File: src/design/ftl_pkg.sv
// Shared types, codes and constants of the form text lexer.
package ftl_pkg;

    // Default widths and sizes.
    localparam int LINE_BITS_DEF   = 16;
    localparam int QUEUE_DEPTH_DEF = 4;
    localparam int LINE_W          = 16;
    localparam int CH_W            = 8;
    localparam int MAX_RES         = 3;
    localparam int RES_CNT_W       = 2;

    // Result event codes.
    typedef enum logic [1:0] {
        EV_TEXT       = 2'd0,
        EV_DONE       = 2'd1,
        EV_BAD_STRING = 2'd2
    } event_t;

    // Token kinds.
    typedef enum logic [2:0] {
        TK_NONE   = 3'd0,
        TK_IDENT  = 3'd1,
        TK_STRING = 3'd2,
        TK_INT    = 3'd3,
        TK_FLOAT  = 3'd4,
        TK_CHAR   = 3'd5,
        TK_EOF    = 3'd6
    } kind_t;

    // One result item.
    typedef struct packed {
        event_t            ev;
        kind_t             kind;
        logic [CH_W-1:0]   value;
        logic [LINE_W-1:0] line;
        logic              last;
    } res_t;

    // All the results caused by one source byte.
    typedef struct packed {
        res_t [MAX_RES-1:0]   res;
        logic [RES_CNT_W-1:0] cnt;
    } bundle_t;

endpackage

File: src/design/ftl_ifs.sv
// Channel interfaces: source bytes in, lexer result items out.
interface ftl_byte_if;
    logic       valid;
    logic       ready;
    logic [7:0] ch;

    modport source (output valid, output ch, input ready);
    modport sink (input valid, input ch, output ready);
endinterface

interface ftl_res_if;
    logic        valid;
    logic        ready;
    logic [1:0]  event_res;
    logic [2:0]  token_kind;
    logic [7:0]  char_value;
    logic [15:0] line;
    logic        last;

    modport source (output valid, output event_res, output token_kind, output char_value,
                    output line, output last, input ready);
    modport sink (input valid, input event_res, input token_kind, input char_value,
                  input line, input last, output ready);
endinterface

File: src/design/ftl_core.sv
// Lexer state and the decode of one source byte into up to three result items.
module ftl_core #(
    parameter int LINE_BITS = ftl_pkg::LINE_BITS_DEF
) (
    input  logic                clk,
    input  logic                rst_n,
    input  logic                en,
    input  logic [7:0]          ch,
    output ftl_pkg::bundle_t    bundle
);
    import ftl_pkg::*;

    typedef enum logic [2:0] {
        M_IDLE, M_IDENT, M_HEX, M_INT, M_FLOAT, M_QUOTE, M_QEND, M_HASH
    } mode_t;

    localparam logic [CH_W-1:0] CH_NUL    = 8'd0;
    localparam logic [CH_W-1:0] CH_LF     = 8'd10;
    localparam logic [CH_W-1:0] CH_CR     = 8'd13;
    localparam logic [CH_W-1:0] CH_BLANK  = 8'd32;
    localparam logic [CH_W-1:0] CH_QUOTE  = 8'h27;
    localparam logic [CH_W-1:0] CH_HASH   = 8'h23;
    localparam logic [CH_W-1:0] CH_DOLLAR = 8'h24;
    localparam logic [CH_W-1:0] CH_MINUS  = 8'h2D;
    localparam logic [CH_W-1:0] CH_PLUS   = 8'h2B;
    localparam logic [CH_W-1:0] CH_DOT    = 8'h2E;
    localparam logic [CH_W-1:0] CH_COLON  = 8'h3A;
    localparam logic [CH_W-1:0] CH_USCORE = 8'h5F;
    localparam logic [CH_W-1:0] CH_LOW_E  = 8'h65;
    localparam logic [CH_W-1:0] CH_ZERO   = 8'h30;

    mode_t                mode_reg, mode_next;
    logic [LINE_BITS-1:0] line_cnt_reg, line_cnt_next;
    logic [LINE_BITS-1:0] tok_line_reg, tok_line_next;
    logic [CH_W-1:0]      code_reg, code_next;

    // Outcome of starting a token on the current byte.
    mode_t                st_mode;
    logic [LINE_BITS-1:0] st_line;
    logic [LINE_BITS-1:0] st_tok;
    logic                 st_clr;
    logic                 st_emit;
    res_t                 st_res;

    logic                 use_start;
    logic [CH_W-1:0]      digit;
    res_t [MAX_RES-1:0]   rs;
    logic [RES_CNT_W-1:0] n;

    function automatic logic is_alpha(input logic [CH_W-1:0] c);
        return (c inside {[8'h41:8'h5A], [8'h61:8'h7A]}) || (c == CH_USCORE);
    endfunction

    function automatic logic is_digit(input logic [CH_W-1:0] c);
        return c inside {[8'h30:8'h39]};
    endfunction

    function automatic logic is_hex(input logic [CH_W-1:0] c);
        return c inside {[8'h30:8'h39], [8'h41:8'h46], [8'h61:8'h66]};
    endfunction

    function automatic logic is_float(input logic [CH_W-1:0] c);
        return is_digit(c) || (c == CH_DOT) || (c == CH_LOW_E) || (c == CH_PLUS) ||
               (c == CH_MINUS);
    endfunction

    function automatic res_t mk(input event_t ev, input kind_t kind,
                                input logic [CH_W-1:0] value,
                                input logic [LINE_BITS-1:0] ln);
        res_t r;
        r.ev    = ev;
        r.kind  = kind;
        r.value = value;
        r.line  = LINE_W'(ln);
        r.last  = 1'b0;
        return r;
    endfunction

    // Start of a new token, or blank skipping, on the current byte.
    always_comb
    begin
        st_mode = M_IDLE;
        st_line = line_cnt_reg;
        st_tok  = tok_line_reg;
        st_clr  = 1'b0;
        st_emit = 1'b0;
        st_res  = mk(EV_DONE, TK_CHAR, ch, line_cnt_reg);
        if (ch == CH_NUL)
        begin
            st_emit = 1'b1;
            st_res  = mk(EV_DONE, TK_EOF, CH_NUL, line_cnt_reg);
        end
        else if (ch <= CH_BLANK)
        begin
            if ((ch == CH_LF) && (line_cnt_reg != '1))
            begin
                st_line = line_cnt_reg + 1'b1;
            end
        end
        else
        begin
            st_tok = line_cnt_reg;
            if (is_alpha(ch))
            begin
                st_mode = M_IDENT;
                st_emit = 1'b1;
                st_res  = mk(EV_TEXT, TK_IDENT, ch, line_cnt_reg);
            end
            else if (ch == CH_DOLLAR)
            begin
                st_mode = M_HEX;
                st_emit = 1'b1;
                st_res  = mk(EV_TEXT, TK_INT, ch, line_cnt_reg);
            end
            else if ((ch == CH_MINUS) || is_digit(ch))
            begin
                st_mode = M_INT;
                st_emit = 1'b1;
                st_res  = mk(EV_TEXT, TK_INT, ch, line_cnt_reg);
            end
            else if (ch == CH_HASH)
            begin
                st_mode = M_HASH;
                st_clr  = 1'b1;
            end
            else if (ch == CH_QUOTE)
            begin
                st_mode = M_QUOTE;
            end
            else
            begin
                st_emit = 1'b1;
            end
        end
    end

    // Per-mode handling of the byte and assembly of the result list.
    always_comb
    begin
        mode_next     = mode_reg;
        line_cnt_next = line_cnt_reg;
        tok_line_next = tok_line_reg;
        code_next     = code_reg;
        use_start     = 1'b0;
        rs            = '0;
        n             = '0;
        digit         = ch - CH_ZERO;
        case (mode_reg)
            M_IDENT:
            begin
                if (is_alpha(ch) || is_digit(ch) || (ch == CH_COLON))
                begin
                    rs[0] = mk(EV_TEXT, TK_IDENT, ch, tok_line_reg);
                end
                else
                begin
                    rs[0]     = mk(EV_DONE, TK_IDENT, CH_NUL, tok_line_reg);
                    use_start = 1'b1;
                end
                n = 2'd1;
            end
            M_HEX:
            begin
                if (is_hex(ch))
                begin
                    rs[0] = mk(EV_TEXT, TK_INT, ch, tok_line_reg);
                end
                else
                begin
                    rs[0]     = mk(EV_DONE, TK_INT, CH_NUL, tok_line_reg);
                    use_start = 1'b1;
                end
                n = 2'd1;
            end
            M_INT:
            begin
                if (is_digit(ch))
                begin
                    rs[0] = mk(EV_TEXT, TK_INT, ch, tok_line_reg);
                end
                else if (is_float(ch))
                begin
                    mode_next = M_FLOAT;
                    rs[0]     = mk(EV_TEXT, TK_FLOAT, ch, tok_line_reg);
                end
                else
                begin
                    rs[0]     = mk(EV_DONE, TK_INT, CH_NUL, tok_line_reg);
                    use_start = 1'b1;
                end
                n = 2'd1;
            end
            M_FLOAT:
            begin
                if (is_float(ch))
                begin
                    rs[0] = mk(EV_TEXT, TK_FLOAT, ch, tok_line_reg);
                end
                else
                begin
                    rs[0]     = mk(EV_DONE, TK_FLOAT, CH_NUL, tok_line_reg);
                    use_start = 1'b1;
                end
                n = 2'd1;
            end
            M_QUOTE:
            begin
                if (ch == CH_QUOTE)
                begin
                    mode_next = M_QEND;
                end
                else if ((ch == CH_NUL) || (ch == CH_LF) || (ch == CH_CR))
                begin
                    rs[0]     = mk(EV_BAD_STRING, TK_STRING, CH_NUL, tok_line_reg);
                    n         = 2'd1;
                    use_start = 1'b1;
                end
                else
                begin
                    rs[0] = mk(EV_TEXT, TK_STRING, ch, tok_line_reg);
                    n     = 2'd1;
                end
            end
            M_QEND:
            begin
                if (ch == CH_QUOTE)
                begin
                    mode_next = M_QUOTE;
                    rs[0]     = mk(EV_TEXT, TK_STRING, ch, tok_line_reg);
                    n         = 2'd1;
                end
                else if (ch == CH_HASH)
                begin
                    mode_next = M_HASH;
                    code_next = '0;
                end
                else
                begin
                    rs[0]     = mk(EV_DONE, TK_STRING, CH_NUL, tok_line_reg);
                    n         = 2'd1;
                    use_start = 1'b1;
                end
            end
            M_HASH:
            begin
                if (is_digit(ch))
                begin
                    // Decimal code, kept modulo 256.
                    code_next = (code_reg << 3) + (code_reg << 1) + digit;
                end
                else
                begin
                    rs[0] = mk(EV_TEXT, TK_STRING, code_reg, tok_line_reg);
                    n     = 2'd1;
                    if (ch == CH_QUOTE)
                    begin
                        mode_next = M_QUOTE;
                    end
                    else if (ch == CH_HASH)
                    begin
                        code_next = '0;
                    end
                    else
                    begin
                        rs[1]     = mk(EV_DONE, TK_STRING, CH_NUL, tok_line_reg);
                        n         = 2'd2;
                        use_start = 1'b1;
                    end
                end
            end
            default:
            begin
                use_start = 1'b1;
            end
        endcase

        // The byte that ended a token is handled as the start of the next.
        if (use_start)
        begin
            mode_next     = st_mode;
            line_cnt_next = st_line;
            tok_line_next = st_tok;
            if (st_clr)
            begin
                code_next = '0;
            end
            if (st_emit)
            begin
                rs[n] = st_res;
                n     = n + 2'd1;
            end
        end

        // Mark the final result of this byte.
        for (int i = 0; i < MAX_RES; i++)
        begin
            if ((n != '0) && (RES_CNT_W'(i) == (n - 2'd1)))
            begin
                rs[i].last = 1'b1;
            end
        end
    end

    assign bundle.res = rs;
    assign bundle.cnt = n;

    // Lexer state.
    always_ff @(posedge clk or negedge rst_n)
    begin
        if (!rst_n)
        begin
            mode_reg     <= M_IDLE;
            line_cnt_reg <= LINE_BITS'(1);
            tok_line_reg <= LINE_BITS'(1);
            code_reg     <= '0;
        end
        else if (en)
        begin
            mode_reg     <= mode_next;
            line_cnt_reg <= line_cnt_next;
            tok_line_reg <= tok_line_next;
            code_reg     <= code_next;
        end
    end

endmodule

File: src/design/ftl_queue.sv
// Result queue: holds the results of several bytes and hands them out one item at a time.
module ftl_queue #(
    parameter int DEPTH = ftl_pkg::QUEUE_DEPTH_DEF
) (
    input  logic             clk,
    input  logic             rst_n,
    input  logic             push,
    input  ftl_pkg::bundle_t push_bundle,
    output logic             full,
    output logic             head_valid,
    output ftl_pkg::res_t    head,
    input  logic             head_ready
);
    import ftl_pkg::*;

    localparam int PW = (DEPTH > 1) ? $clog2(DEPTH) : 1;
    localparam int CW = $clog2(DEPTH + 1);

    bundle_t              entries_reg [DEPTH];
    logic [PW-1:0]        wr_ptr_reg;
    logic [PW-1:0]        rd_ptr_reg;
    logic [CW-1:0]        count_reg;
    logic [RES_CNT_W-1:0] sel_reg;
    bundle_t              head_b;
    logic                 pop;
    logic                 pop_last;

    // Head bundle and the result item currently offered from it.
    assign head_b     = entries_reg[rd_ptr_reg];
    assign head_valid = (count_reg != '0);
    assign head       = head_b.res[sel_reg];
    assign full       = (count_reg == CW'(DEPTH));
    assign pop        = head_valid && head_ready;
    assign pop_last   = pop && (sel_reg == (head_b.cnt - 2'd1));

    // Bundle storage.
    always_ff @(posedge clk)
    begin
        if (push)
        begin
            entries_reg[wr_ptr_reg] <= push_bundle;
        end
    end

    // Pointers, fill count and position inside the head bundle.
    always_ff @(posedge clk or negedge rst_n)
    begin
        if (!rst_n)
        begin
            wr_ptr_reg <= '0;
            rd_ptr_reg <= '0;
            count_reg  <= '0;
            sel_reg    <= '0;
        end
        else
        begin
            if (push)
            begin
                wr_ptr_reg <= (wr_ptr_reg == PW'(DEPTH - 1)) ? '0 : wr_ptr_reg + 1'b1;
            end
            if (pop_last)
            begin
                rd_ptr_reg <= (rd_ptr_reg == PW'(DEPTH - 1)) ? '0 : rd_ptr_reg + 1'b1;
                sel_reg    <= '0;
            end
            else if (pop)
            begin
                sel_reg <= sel_reg + 2'd1;
            end
            count_reg <= count_reg + CW'(push) - CW'(pop_last);
        end
    end

`ifndef NO_ASSERTIONS
    a_no_overflow: assert property (@(posedge clk) disable iff (!rst_n)
        push |-> !full)
        else $error("bundle pushed into a full result queue");

    a_head_sane: assert property (@(posedge clk) disable iff (!rst_n)
        head_valid |-> ((head_b.cnt != '0) && (sel_reg < head_b.cnt)))
        else $error("head bundle empty or item index past its count");

    a_last_flag: assert property (@(posedge clk) disable iff (!rst_n)
        head_valid |-> (head.last == (sel_reg == (head_b.cnt - 2'd1))))
        else $error("last flag does not match the final item of a bundle");

    a_sel_restart: assert property (@(posedge clk) disable iff (!rst_n)
        pop_last |=> (sel_reg == '0))
        else $error("item index not restarted after a bundle was drained");
`endif

endmodule

File: src/design/form_text_lexer.sv
// Form text lexer, top level.
// The src channel takes one source byte per item; byte 0 marks end of input.
// The tok channel gives result items: token text bytes, token completions,
// single characters, end of file and invalid string errors, each with the
// token kind and the line on which the token started. A source byte causes
// zero to three result items; last marks the final one of each byte.
// A byte accepted at one edge is decoded in the next cycle from the input
// register and the lexer state, and its results are stored in the result
// queue when the input register moves on; the queue then offers them on
// tok. A new byte is taken in every cycle as long as the queue has room;
// the queue drains one result item per cycle while tok.ready is high, so
// the sustained rate is one byte per cycle while bytes average no more
// than one result and the receiver keeps up. A byte with no results never
// waits for the queue.
// Reset puts the lexer in blank skipping with the line count at one and
// empties the queue. When the receiver stalls, the queue fills and src.ready
// falls once all QUEUE_DEPTH bundles are held and the held byte has results.
module form_text_lexer #(
    parameter int LINE_BITS   = ftl_pkg::LINE_BITS_DEF,
    parameter int QUEUE_DEPTH = ftl_pkg::QUEUE_DEPTH_DEF
) (
    input  logic       clk,
    input  logic       rst_n,
    ftl_byte_if.sink   src,
    ftl_res_if.source  tok
);
    import ftl_pkg::*;

    logic            stage_valid_reg;
    logic [CH_W-1:0] ch_reg;
    logic            adv;
    logic            core_en;
    logic            q_full;
    bundle_t         bundle;
    res_t            head;

    // The input register moves on when it is empty, its byte has no results,
    // or the queue can take its results.
    assign adv       = !stage_valid_reg || (bundle.cnt == '0) || !q_full;
    assign src.ready = adv;
    assign core_en   = stage_valid_reg && adv;

    // Input register.
    always_ff @(posedge clk or negedge rst_n)
    begin
        if (!rst_n)
        begin
            stage_valid_reg <= 1'b0;
        end
        else if (adv)
        begin
            stage_valid_reg <= src.valid;
        end
    end

    always_ff @(posedge clk)
    begin
        if (adv && src.valid)
        begin
            ch_reg <= src.ch;
        end
    end

    // Byte decode and lexer state.
    ftl_core #(
        .LINE_BITS (LINE_BITS)
    ) u_core (
        .clk    (clk),
        .rst_n  (rst_n),
        .en     (core_en),
        .ch     (ch_reg),
        .bundle (bundle)
    );

    // Result queue.
    ftl_queue #(
        .DEPTH (QUEUE_DEPTH)
    ) u_queue (
        .clk         (clk),
        .rst_n       (rst_n),
        .push        (core_en && (bundle.cnt != '0)),
        .push_bundle (bundle),
        .full        (q_full),
        .head_valid  (tok.valid),
        .head        (head),
        .head_ready  (tok.ready)
    );

    // Output payload.
    assign tok.event_res  = head.ev;
    assign tok.token_kind = head.kind;
    assign tok.char_value = head.value;
    assign tok.line       = head.line;
    assign tok.last       = head.last;

endmodule

File: src/flat_wrapper.sv
// flat-port wrapper written by rule: the top's interface ports become plain ports
module form_text_lexer_flat import ftl_pkg::*;
#(
    parameter int LINE_BITS   = ftl_pkg::LINE_BITS_DEF,
    parameter int QUEUE_DEPTH = ftl_pkg::QUEUE_DEPTH_DEF
)
  (clk, rst_n, src_valid, src_ch, src_ready, tok_valid, tok_event_res, tok_token_kind, tok_char_value, tok_line, tok_last, tok_ready);
  ftl_byte_if src_i ();
  ftl_res_if tok_i ();
  input  logic clk;
  input  logic rst_n;
  input wire logic [$bits(src_i.valid)-1:0] src_valid;
  input wire logic [$bits(src_i.ch)-1:0] src_ch;
  output wire logic [$bits(src_i.ready)-1:0] src_ready;
  output wire logic [$bits(tok_i.valid)-1:0] tok_valid;
  output wire logic [$bits(tok_i.event_res)-1:0] tok_event_res;
  output wire logic [$bits(tok_i.token_kind)-1:0] tok_token_kind;
  output wire logic [$bits(tok_i.char_value)-1:0] tok_char_value;
  output wire logic [$bits(tok_i.line)-1:0] tok_line;
  output wire logic [$bits(tok_i.last)-1:0] tok_last;
  input wire logic [$bits(tok_i.ready)-1:0] tok_ready;
  assign src_i.valid = src_valid;
  assign src_i.ch = src_ch;
  assign src_ready = src_i.ready;
  assign tok_valid = tok_i.valid;
  assign tok_event_res = tok_i.event_res;
  assign tok_token_kind = tok_i.token_kind;
  assign tok_char_value = tok_i.char_value;
  assign tok_line = tok_i.line;
  assign tok_last = tok_i.last;
  assign tok_i.ready = tok_ready;
  form_text_lexer #(.LINE_BITS(LINE_BITS), .QUEUE_DEPTH(QUEUE_DEPTH)) u_core (.clk(clk), .rst_n(rst_n), .src(src_i), .tok(tok_i));
endmodule
File: config.mk
export PLATFORM = sky130hd
export DESIGN_NAME = form_text_lexer_flat
export DESIGN_NICKNAME = d
export VERILOG_FILES = /design/src/design/ftl_pkg.sv /design/src/design/ftl_ifs.sv /design/src/design/ftl_core.sv /design/src/design/ftl_queue.sv /design/src/design/form_text_lexer.sv /design/src/flat_wrapper.sv
export SDC_FILE = /design/constraint.sdc
export NUM_CORES = 1
export LEC_CHECK = 0
export BUFFER_PORTS_ARGS = -buffer_cell sky130_fd_sc_hd__buf_4
export CAP_MARGIN = 15
export CORE_ASPECT_RATIO = 0.6
export CORE_MARGIN = 4
export CORE_UTILIZATION = 55
export DETAILED_ROUTE_END_ITERATION = 7
export PLACE_DENSITY = 0.74
export SYNTH_ARGS = -nofsm -noshare
export SYNTH_HDL_FRONTEND = slang
export SYNTH_HIERARCHICAL = 1
export SYNTH_SLANG_ARGS = --single-unit
File: constraint.sdc
create_clock -name clk -period 5.39 [get_ports clk]
set_input_delay 0.539 -clock clk [delete_from_list [all_inputs] [get_ports clk]]
set_output_delay 0.539 -clock clk [all_outputs]
set_load 0.01 [all_outputs]
**After elaboration in Yosys (flattened, before gate mapping)**

Memories as Yosys holds them, arrays and structs flattened.
Cells that the tools add are included.

- Register bits: 61
- Input port bits: 12
- Memories: 1
- Word-level logic and storage cells: 198
- Memory bits (writable): 368
- Output and inout port bits: 32

Memory list:

| memory | depth | bits a word | read ports | clocked after memory_dff | write ports | RTL line | RTL |
|---|---|---|---|---|---|---|---|
| u_core.u_queue.entries_reg | 4 | 92 | 1 | 0 | 1 | ftl_queue.sv:19 | `bundle_t entries_reg [DEPTH];` |

- Add/sub/neg operators: 12
- Reduce and logical (&&, ||, !) cells: 42
- Equality and inequality tests: 31
- Mux-type cells: 88
- Order comparisons: 12
- Bitwise operators: 2

Operator list:

| cell | number |
|---|---|
| 29-bit 2-to-1 mux | 13 |
| 30-bit one-hot mux with 7 select lines | 1 |
| 90-bit 2-to-1 mux | 2 |
| 30-bit 2-to-1 mux | 5 |
| 90-bit bitwise mux | 1 |
| 30-bit binary-select mux with 2-bit select | 1 |
| 30-bit demux with 2-bit select | 1 |
| 59-bit 2-to-1 mux | 1 |
| 8-bit by 6-bit == test with 1-bit output (second input constant) | 7 |
| 3-bit 2-to-1 mux | 15 |
| 8-bit 2-to-1 mux | 5 |
| 8-bit by 7-bit less-or-equal comparator with 1-bit output (second input constant) | 4 |
| 1-bit 2-to-1 mux | 30 |
| 2-bit 2-to-1 mux | 9 |
| 16-bit by 1-bit adder with 16-bit output (second input constant) | 1 |
| 8-bit adder | 2 |
| 8-bit by 4-bit == test with 1-bit output (second input constant) | 2 |
| 8-bit by 7-bit == test with 1-bit output (second input constant) | 2 |
| 8-bit by 7-bit greater-or-equal comparator with 1-bit output (second input constant) | 2 |
| 8-bit by 6-bit less-or-equal comparator with 1-bit output (second input constant) | 2 |
| 16-bit != test (second input constant) | 1 |
| 8-bit one-hot mux with 2 select lines | 1 |
| 3-bit == test (second input constant) | 5 |
| 1-bit logical AND | 15 |
| 31 further kinds | 59 |

**Depth between registers and ports, before layout**

- Word-level depth: 17
- Mapped depth: 18

**Cells and area by module**

Netlist, hierarchy kept.

By module, submodules not included:

| module | area each (um^2) | cells each | times used |
|---|---|---|---|
| ftl_queue | 14535.2 | 649 | 1 |
| ftl_core | 3987.6 | 516 | 1 |
| form_text_lexer | 312.8 | 16 | 1 |

**Worst setup path before layout**

OpenSTA, ideal clock, no wires.

- Path type: register to register
- From: reg u_core.ch_reg[5]
- To: mem u_core/u_queue/entries_reg[0][0] (netlist name) (enable)
- Slack: -0.116 ns
- Clock period less this slack: 5.506 ns
- Required time: 4.929 ns
- Stages on the path, launching flop included: 15
- Arrival time: 5.045 ns
- Cells stage by stage: edfxtp_1 > buf_2 > nor3b_1 > and2_1 > mux2i_1 > a22o_1 > a21o_1 > ha_1 > nand2_1 > o21ai_0 > nand2_1 > inv_1 > nor2_1 > nor3b_1 > and2_1

RTL lines:

| element | RTL line | RTL |
|---|---|---|
| from (decl) | form_text_lexer.sv:30 | `logic [CH_W-1:0] ch_reg;` |
| from (signal assigned) | form_text_lexer.sv:60 | `ch_reg <= src.ch;` |
| to (decl) | ftl_queue.sv:19 |  |

==> Implementation_results.wiki <==
{| class="wikitable"
! Metric !! Value
|-
| Wire length of the first global-routing pass || 61.58 mm
|-
| Final setup violation count || 0
|-
| Clock tree from TritonCTS || done
|-
| Source of the critical timing path || u_core/ch_reg[1]
|-
| Sinks on the clock net || 429
|-
| Vias after detailed routing || around 10000
|-
| Most utilized layer in the global route result || met1
|-
| Average wire length per cell after detail routing || 23.41 µm
|-
| Number of nets with antenna violations after detailed routing || 0
|-
| Total global routing track utilization || 0.2189
|-
| Total die area || 0.03737 mm²
|-
| Critical Path, Cell by Cell || and4bb_2 -> nand2_1 -> nor2_1 -> a22o_1 -> a21o_1 -> ha_1 -> nand2_1 -> o21ai_0 -> nand2_1 -> inv_1 -> o21ai_0 -> and2_1 -> nand4_1 -> nor3_1 -> nand3_1 -> xnor2_1
|-
| Total congestion overflow after global routing || 0
|-
| Power consumption || ~12 mW
|-
| Max FFs per register || about 370
|-
| Summed area of non-filler cells in the final layout || 0.02091 mm²
|-
| Number of enable-type register cells in the synthesized netlist || 376
|-
| Y dimension of the die || 151.3 µm
|-
| Core area || 0.03377 mm²
|-
| Slew at the pin closest to its max-slew limit || 1.103 ns
|-
| Main combinational cell family by area after synthesis || multiplexers
|-
| Area post-placement || between 0.015 and 0.02 mm²
|-
| Fraction of power consumed by sequential logic || 0.439
|-
| DP Wirelength || 25.58 mm
|-
| Peak ir drop on the vdd network || 0.3829 mV
|-
| Worst setup path end || u_core/u_core/line_cnt_reg[11]
|-
| Syn Inst Count || around 1200
|-
| Xor and xnor area share after synthesis || 0.01388
|-
| Hold Slack || 0.04619 ns
|-
| Cells resized by post-CTS repair || 0
|-
| Cell Pwr Density || 550.7 mW/mm²
|-
| Total internal power || around 7.8 mW
|-
| Fin nets || 1269
|-
| Synth top area share || 0.5994
|-
| Fraction of the mapped netlist area in simple logic gates || 0.07227
|-
| Hold Buf Count CTS || 0
|-
| Result of the run || finished clean
|-
| Compound-cell area share of the yosys netlist || 0.05215
|-
| Post-detailed-routing wire length || ~40 mm
|-
| Max cap viols || 0
|-
| Multiplexer share of the synthesized area || 0.1416
|-
| Adder and majority cell fraction of the synthesized area || 0.02099
|-
| Fill cells || between 2000 and 2500
|-
| Setup_tns || 0 ns
|-
| Fraction of power spent switching nets || 0.3262
|-
| Achievable frequency || 215.9 MHz
|-
| Clock Path Buffers || 3
|-
| Largest cells by area after synthesis || edfxtp_1 60%, mux4_2 11%, dfrtp_1 6.8%
|-
| Highest-delay cell along the critical path || edfxtp_1
|-
| Top flip-flop cell by instance count after synthesis || edfxtp_1
|-
| Critical setup path kind || reg -> reg
|-
| Combinational share of power || 0.343
|-
| Psw || 3.757 mW
|-
| Via count of the first global-routing pass || slightly above 10000
|-
| Number of register bits inferred by synthesis || 429
|-
| Cell row count || 52
|-
| Post-DR vias/cell || 6.110
|-
| Hold Fails Final Rpt || 0
|-
| Kind of end point of the critical path || flop
|-
| Initial antenna violation count || 0
|-
| Met2 demand-to-capacity share in global routing || 0.3168
|-
| Share of the yosys chip area belonging to registers || 0.6700
|-
| Met3 global-route usage || 0.03592
|-
| Number of max-slew violations in the final report || 0
|-
| Worst min-delay path class || in -> async
|-
| Root cell of the clock tree || clkbuf_16
|-
| Pin count of the biggest net entering global routing || 54
|-
| Drc violations || 0
|-
| Relative contribution of the clock network to total power || 0.218
|-
| Largest fanout on the critical path || 25
|-
| Average cell area after synthesis || roughly 16 µm²
|-
| Clock-pin slew on the worst setup and hold paths || 0.07 ns
|-
| Endpoint of the worst-slack reg-to-reg timing path || u_core/u_core/line_cnt_reg[11]
|-
| Final weighted congestion of routability-driven global placement || about 0.98
|-
| Mapped cell area || 0.01884 mm²
|-
| Number of CTS-inserted buffers || 39
|-
| Post-CTS setup buffers || 0
|-
| Iteration count of the initial detailed-routing pass || 5
|-
| Worst R2R Start || u_core/ch_reg[1]
|-
| Cell repeated most along the worst path || nand2_1
|-
| Fin util || 0.6193
|-
| IO Count || between 40 and 50
|-
| Worst reg2reg path depth || 16
|-
| Startpoint kind of the worst setup timing path || flop
|-
| Fraction of layout cells with a size suffix above 1 || 0.2107
|-
| I/O Buffers || 43
|-
| Shortest period the worst path allows || between 4 and 5 ns
|-
| Required time at the worst-slack endpoint || around 5.8 ns
|-
| Maximum clock skew at final layout || roughly 0.017 ns
|-
| Arrival time worst endpoint || 5.04 ns
|-
| Leading area contributor after synthesis || edfxtp_1
|-
| Latest clock arrival within the worst-skew pair || 0.53 ns
|-
| GR met1 Demand/Resource || 0.3520
|-
| Maximum single-stage delay on the critical path || 0.87 ns
|-
| Count of distinct cell types in the synthesized netlist || 75
|-
| Area growth from synthesis to layout || 11.02%
|-
| Initial standard-cell utilization of the core || 0.5578
|-
| Warning count from the yosys run || 6
|-
| Ys async rst share || 0.1235
|-
| H-tree levels || 2
|-
| Leakage power || 7.453 nW
|-
| Normalized max-slew margin || 0.2648
|-
| Die span in x || 246.9 µm
|-
| Starting DRT DRC Count || between 1000 and 1500
|-
| Register-to-register path setup slack || 0.76 ns
|-
| Number of diodes || 0
|-
| Setup repair after global routing missed its margin || no
|-
| Final critical-path share of the clock period || 0.8594
|}
[cells by family after synthesis]
logic type / after synthesis
AOI/OAI and AO/OA: 147
xor gates and xnor gates: 29
adders and majority gates: 28
buffers and inverters: 129
DFF: 429
muxes: 149
other: 1
and+or+nand+nor: 269
[cell type report]
class | count | area, µm² | area share
clock buffer | 44 | 994.7 | 0.04757
clock inverter | 21 | 130.1 | 0.006223
inverter | 59 | 221.5 | 0.01059
multi-input combinational | 624 | 5692 | 0.2722
sequential | 429 | 12630 | 0.6039
tap | 459 | 574.3 | 0.02746
timing repair buffer | 76 | 670.6 | 0.03207
[worst max-delay path, delay by kind of cell (launching register included)]
family | cells | cell delay (ns)
fa+ha+maj | 1 | 0.25
buf+inv | 1 | 0.15
compound gates | 4 | 0.64
flops | 1 | 0.87
xor+xnor | 1 | 0.16
simple gates | 9 | 2.45
[cells in the mapped netlist (all sizes together) (3+ instances only)]
library cell and instances:
edfxtp 376, nand2 93, mux4 92, inv 58
dfrtp 51, nor2 42, mux2i 38, buf 37
o22ai 35, and2 34, clkbuf 33, o21ai 33
nand3 30, a21oi 29, xnor2 25, ha 22
mux2 19, nor3 13, and3 11, a211oi 9
nand4 9, a22o 7, fa 6, nand2b 6
nor3b 5, a21o 4, nor4 4, o2bb2ai 4
or3 4, xor2 4, nor2b 3, o21a 3
o31ai 3
[cells in the final DEF (no fill, tap or decap), types with 5 or more instances in the layout]
cell type,netlist,final
clkbuf_1,33,5
fa_1,6,6
a22o_1,7,7
clkbuf_16,0,39
nand3_1,29,29
mux2i_1,38,38
o22ai_1,35,35
ha_1,22,22
clkinv_1,1,7
mux2_2,17,17
o21ai_0,32,32
nor3_1,13,13
buf_12,0,8
and3_1,11,11
and2_1,34,30
edfxtp_1,376,376
nand4_1,9,9
nand2b_1,6,6
nand2_1,92,92
mux4_2,92,92
nor2_1,41,41
nor3b_1,5,5
clkinv_2,0,11
buf_4,6,68
a211oi_1,8,8
a21oi_1,29,29
inv_1,57,57
xnor2_1,24,24
dfrtp_1,51,48
[metrics by stage]
| stage | cells | setup slack (ns) |
|---|---|---|
| 3_5_place_dp | 1647 | 0.8626 |
| 5_1_grt | 1712 | 0.3559 |
| 3_3_place_gp | 1647 | 1.023 |
| 4_1_cts | 1712 | 0.8464 |
| 2_1_floorplan | 1182 | 0.8694 |
| 6_report | 1712 | 0.7579 |
[how the worst min path moves through the flow]
| stage | end | depth (start not counted) | slack (ns) |
|---|---|---|---|
| floorplan | u_core/stage_valid_reg | 0 | 0.24 |
| global placement | u_core/u_core/tok_line_reg[14] | 1 | 0.50 |
| detailed placement | u_core/u_core/line_cnt_reg[15] | 1 | 0.51 |
| CTS | u_core/u_core/code_reg[4] | 1 | 0.07 |
| global route | u_core/u_core/code_reg[4] | 1 | 0.1 |
| finish | u_core/u_core/code_reg[4] | 1 | 0.05 |
[power by group through the flow]
| stage | Combinational [mW] | Clock (mW) | Sequential (mW) |
|---|---|---|---|
| final | 3.95 | 2.51 | 5.05 |
| after global routing | 4.28 | 2.72 | 5.12 |
| after CTS | 3.98 | 2.58 | 5.06 |
| after detailed placement | 3.96 | 0 | 5.12 |
| after global placement | 3.93 | 0 | 5.08 |
| after floorplan | 2.73 | 0 | 4.90 |
[per-layer routing]
layer  vias up  share of wire
met4         0          0.018
met1      5399           0.48
li1       4649              -
met5         -              0
met2       365           0.43
met3        48          0.071
Note: power is estimated with default switching activity, not from simulation.
